## config.mk

```make
export PLATFORM = sky130hd
export DESIGN_NAME = ibmva_cell
export DESIGN_NICKNAME = d
export VERILOG_FILES = /design/src/sv/ibmva_pkg.sv /design/src/sv/ibmva_cell.sv
export SDC_FILE = /design/constraint.sdc
export NUM_CORES = 1
export LEC_CHECK = 0
export BUFFER_PORTS_ARGS = -buffer_cell sky130_fd_sc_hd__clkbuf_2
export CORE_MARGIN = 2
export CORE_UTILIZATION = 49
export DETAILED_ROUTE_END_ITERATION = 8
export GPL_ROUTABILITY_DRIVEN = 0
export PLACE_DENSITY = 0.78
export SLEW_MARGIN = 20
export SYNTH_ARGS = -nofsm -noshare
export SYNTH_HDL_FRONTEND = slang
export SYNTH_SLANG_ARGS = --single-unit
```

## constraint.sdc

```tcl
create_clock -name clk_i -period 4.17 [get_ports clk_i]
set_input_delay 0 -clock clk_i [delete_from_list [all_inputs] [get_ports clk_i]]
set_output_delay 0 -clock clk_i [all_outputs]
set_load 0.01 [all_outputs]
```

## src/sv/ibmva_pkg.sv

```systemverilog
// ----------------------------------------------------------------------------
// ibmva_pkg
// Shared types and constants of the indexed block matrix-vector accumulator.
// ----------------------------------------------------------------------------
package ibmva_pkg;

  localparam int unsigned MAX_ROWS = 16;
  localparam int unsigned ROW_W    = 4;
  localparam int unsigned CNT_W    = 5;
  localparam int unsigned ACC_W    = 64;
  localparam int unsigned OPD_W    = 32;

  localparam logic [ACC_W-1:0] ACC_MAX = {1'b0, {(ACC_W-1){1'b1}}};
  localparam logic [ACC_W-1:0] ACC_MIN = {1'b1, {(ACC_W-1){1'b0}}};

  typedef struct packed {
    logic signed [OPD_W-1:0] matrix_value;
    logic signed [OPD_W-1:0] vector_value;
    logic [ROW_W-1:0]        row_position;
    logic                    has_product;
    logic                    end_of_column;
  } in_item_t;

  typedef struct packed {
    logic [ROW_W-1:0]        row_index;
    logic signed [ACC_W-1:0] sum;
    logic                    saturated;
    logic                    last;
  } out_item_t;

  typedef struct packed {
    logic add;
    logic shift;
    logic clear;
  } cell_ctrl_t;

endpackage

```

## src/sv/ibmva_cell.sv

```systemverilog
// ----------------------------------------------------------------------------
// ibmva_cell
// One row cell: saturating Q32.32 accumulator with sticky mark; shifts its
// contents to the neighbor toward the output during a column drain.
// ----------------------------------------------------------------------------
module ibmva_cell (
  input  logic                       clk_i,
  input  logic                       rst_ni,
  input  ibmva_pkg::cell_ctrl_t      ctrl_i,
  input  logic [ibmva_pkg::ACC_W-1:0] prod_i,
  input  logic [ibmva_pkg::ACC_W-1:0] nbr_acc_i,
  input  logic                       nbr_sat_i,
  output logic [ibmva_pkg::ACC_W-1:0] acc_o,
  output logic                       sat_o
);
  import ibmva_pkg::*;

  logic [ACC_W-1:0] acc_q, acc_d;
  logic             sat_q, sat_d;
  logic [ACC_W-1:0] sum;
  logic             ovf;

  assign sum = acc_q + prod_i;
  assign ovf = (acc_q[ACC_W-1] == prod_i[ACC_W-1]) && (sum[ACC_W-1] != acc_q[ACC_W-1]);

  always_comb begin
    acc_d = acc_q;
    sat_d = sat_q;
    if (ctrl_i.clear) begin
      acc_d = '0;
      sat_d = 1'b0;
    end else if (ctrl_i.shift) begin
      acc_d = nbr_acc_i;
      sat_d = nbr_sat_i;
    end else if (ctrl_i.add) begin
      if (ovf) begin
        acc_d = prod_i[ACC_W-1] ? ACC_MIN : ACC_MAX;
        sat_d = 1'b1;
      end else begin
        acc_d = sum;
      end
    end
  end

  always_ff @(posedge clk_i or negedge rst_ni) begin
    if (!rst_ni) begin
      acc_q <= '0;
      sat_q <= 1'b0;
    end else begin
      acc_q <= acc_d;
      sat_q <= sat_d;
    end
  end

  assign acc_o = acc_q;
  assign sat_o = sat_q;

endmodule

```

==> impl_metrics.py <==
metrics = {
    "synthesis": {
        "synthesis.area_sq_um": 7230,
        "synthArstFlopShare_pct": 100,
        "synthSimpleGateAreaFrac_pct": 16.4,
        "ys_ff_latch": 65,
        "synth_most_common_cell": "a21oi_1",
        "synth.area.mux_share_pct": 0.554,
        "synthTopCellsByArea": "dfrtp_1, a21oi_1, ha_1",
        "seq_area_frac_synth_pct": 22.5,
        "ys_types": 78,
        "synth_top_family_by_area": "compound AO/OA/AOI/OAI gates",
        "yosysTopAreaCell": "dfrtp_1",
        "synthFlopType": "dfrtp_1",
        "synthesis.nets": 1144,
        "synth-adder-area-share_pct": 11.5,
        "yosysWarningCount": 0,
        "synth_edf_count": 0,
        "synth_compound_area_share_pct": 36.6,
        "yosysTopAreaCellShare_pct": 22.5,
        "syn_area_per_cell_sq_um": 7.65,
        "synth_xor_area_share_pct": 6.30,
        "synth_cells": 945,
        "synth_common_cells": "a21oi_1, nand2_1, nor2_1",
    },
    "power_and_ir_drop": {
        "p_switching_uw": 1270,
        "p_per_area_nw_per_um2": 333,
        "p_sw_share_pct": 40.2,
        "seqPwrFrac_pct": 24.3,
        "combPwrFrac_pct": 48.4,
        "power_frac_clock_pct": 27.3,
        "peakVddDrop_v": 0.000209,
        "leakagePower_uw": 0.00459,
        "intPower_uw": 1890,
    },
    "timing": {
        "fmax_mhz": 247,
        "min_period_ns": 4.05,
        "fin_ws_ns": 0.124,
        "final_max_slew_viol_count": 0,
        "period_share_pct": 97.0,
        "worst_pin_slew_ns": 0.913,
        "whs_ns": 0.00540,
        "finalSetupTns_ns": 0,
        "final_hold_viol_count": 0,
        "clock-skew-final_ns": 0.00988,
        "setup_violations": 0,
        "maxSlewHeadroom_pct": 39.1,
    },
    "floorplanning": {
        "core_sq_um": 14500,
        "row_count": 44,
        "fp.dieArea_sq_um": 15700,
        "die_w_um": 125,
        "fp.dieH_um": 125,
        "io_pins": 199,
        "start_util_pct": 49.9,
    },
    "drt": {
        "route.vias.total": 8700,
        "ant_nets": 0,
        "wire_per_inst_um": 19.1,
        "via_per_inst": 6.27,
        "drt_iter0_markers": 967,
        "drt_first_pass_iters": 5,
        "wl_um": 26500,
        "drc": 0,
    },
    "grt": {
        "track_usage_pct": 32.4,
        "grt_max_degree": 63,
        "grt_pass1_vias": 8281,
        "grt_pass1_wl_um": 41400,
        "overflow": 0,
        "grt_antenna_before_repair": 0,
    },
    "critical_path": {
        "cp_max_fo": 11,
        "arrival_ns": 4.24,
        "startpoint_type": "flip-flop",
        "critPathMaxStageDelay_ns": 0.49,
        "path_cells": "ha_1 > o211ai_1 > o211ai_1 > a221oi_2 > a2bb2oi_2 > o21ai_2 > o21ai_2 > a21oi_2 > o21ai_1 > fa_1 > or3_1 > buf_4 > o211ai_1 > a21oi_1 > a21oi_1 > nor2_1",
        "path_buf_inv": 1,
        "crit_type": "reg2reg",
        "required_ns": 4.37,
        "r2r_end": "acc_o[16]",
        "r2r_cells": 16,
        "crit_slowest_cell": "fa_1",
        "endpoint_kind": "flip-flop",
        "r2r-start": "acc_o[2]",
        "regToRegSetupSlack_ns": 0.12,
        "crit_top_cell": "o211ai_1",
        "critPathTopFamily": "compound AO/OA/AOI/OAI gates",
    },
    "hold_path": {
        "hold_class": "in2reg",
        "whs_endpoint": "acc_o[35]",
        "min_from": "nbr_acc_i[35]",
        "whs_path_depth": 3,
    },
    "finish": {
        "finalNetCount": 1398,
        "n_antenna_cell": 0,
        "area_growth_pct": 31.4,
        "multi_input_area_sq_um": 5260,
        "drive_gt1_share_pct": 25.0,
        "seq_area_sq_um": 1630,
        "fill_cells": 1268,
        "fin_util_pct": 65.6,
    },
    "clock_network": {
        "cts_buffer_depth": 2,
        "clock_latency_ns": 0.35,
        "cts_num_sinks": 65,
        "htree_levels": 3,
        "cts_buffers": 9,
        "cts.clk_slew.worst_paths_ns": 0.06,
        "cts_root_buffer": "clkbuf_16",
        "cts_tree": "built",
    },
    "outcome": {
        "status": "finished, final reports clean",
    },
    "place": {
        "post-place-ws_ns": -0.155,
        "numPortBuffers": 198,
        "dp_hpwl_um": 19400,
    },
    "run": {
        "drv_cap": 0,
    },
}
==> power groups by stage <==
stage | sequential, uW | clock (uW) | combinational [uW]
global route | 778 | 904 | 1660
global placement | 775 | 0 | 1400
detailed placement | 778 | 0 | 1420
finish | 771 | 864 | 1530
floorplan | 793 | 0 | 939
CTS | 767 | 859 | 1470
==> worst max-delay path by stage <==
stage / startpoint / to / slack [ns] / cells past startpoint
4_1_cts: acc_o[10] / acc_o[45] / 0.02 / 16
6_report: acc_o[2] / acc_o[16] / 0.12 / 16
2_1_floorplan: acc_o[10] / acc_o[27] / 0.11 / 17
3_5_place_dp: acc_o[1] / acc_o[61] / -0.15 / 17
5_1_grt: acc_o[32] / acc_o[1] / -0.04 / 17
3_3_place_gp: acc_o[6] / acc_o[61] / 0.14 / 17
==> repair_timing <==
action,CTS,global route
endpoints found under the setup margin,1,56
setup buffers,0,1
gates resized for setup,1,23
hold endpoints to repair,87,0
pin swaps,0,5
hold buffers,56,0
cloned,0,1
==> tightest hold or removal path, stage by stage <==
cell      delay (ns)
clkbuf_2        0.10
a22oi_1         0.08
o21ai_0         0.13
==> registers in the layout, summed over array words and instances (netlist names) <==
signal,cells
sat_o,1
acc_o,64
==> placed cells by master, fill, tap and decap left out, types with 6 or more instances in the layout <==
cell,synthesis,final
nand2_1,101,98
a211oi_2,2,6
a21o_1,19,19
a31oi_1,9,9
a221oi_1,10,10
nand3_1,19,18
xor2_1,20,20
dfrtp_1,65,65
buf_4,7,44
o21ai_0,66,63
o21ai_1,5,7
a21oi_1,163,159
o21a_1,6,6
o221ai_1,8,8
nand4_1,19,19
o2111ai_1,6,6
a221o_1,19,19
o211ai_1,17,17
ha_1,63,62
o21bai_1,18,18
a22oi_1,6,6
a21boi_0,6,6
dlygate4sd3_1,0,56
nor2_1,68,66
xnor2_1,32,32
a211oi_1,10,6
clkbuf_16,0,9
inv_1,35,35
clkbuf_2,1,197
nor3_1,16,14
==> kinds of logic (layout without fill, tap and decap cells) <==
logic type / after synthesis / count (layout)
and+or+nand+nor: 259 / 259
DFF: 65 / 65
xor gates and xnor gates: 52 / 52
buffers and inverters: 95 / 354
AOI/OAI and AO/OA: 405 / 405
adders and majority gates: 65 / 65
muxes: 4 / 4
==> per-stage QoR <==
stage	instance area (sq um)	power (uW)	instances
floorplan	7230	1730	945
global placement	8500	2180	1314
detailed placement	8500	2190	1314
CTS	9390	3100	1386
global route	9500	3350	1388
finish	9500	3170	1388
==> layout make-up <==
cell class / instances / area share, %
timing repair buffer: 301 / 20.2
multi-input combinational: 785 / 55.3
inverter: 37 / 1.46
clock inverter: 2 / 0.632
clock buffer: 14 / 2.78
tap: 184 / 2.42
sequential: 65 / 17.1
==> metal layers <==
layer  vias up  wire length [um]  track usage, %
met5         -                 0               0
met4         0              1040            13.2
met3        90              2220            5.09
met2       504             12600            53.9
met1      4060             10700            42.0
li1       4046                 -               -
No activity file was read; power rests on OpenSTA's default activity.
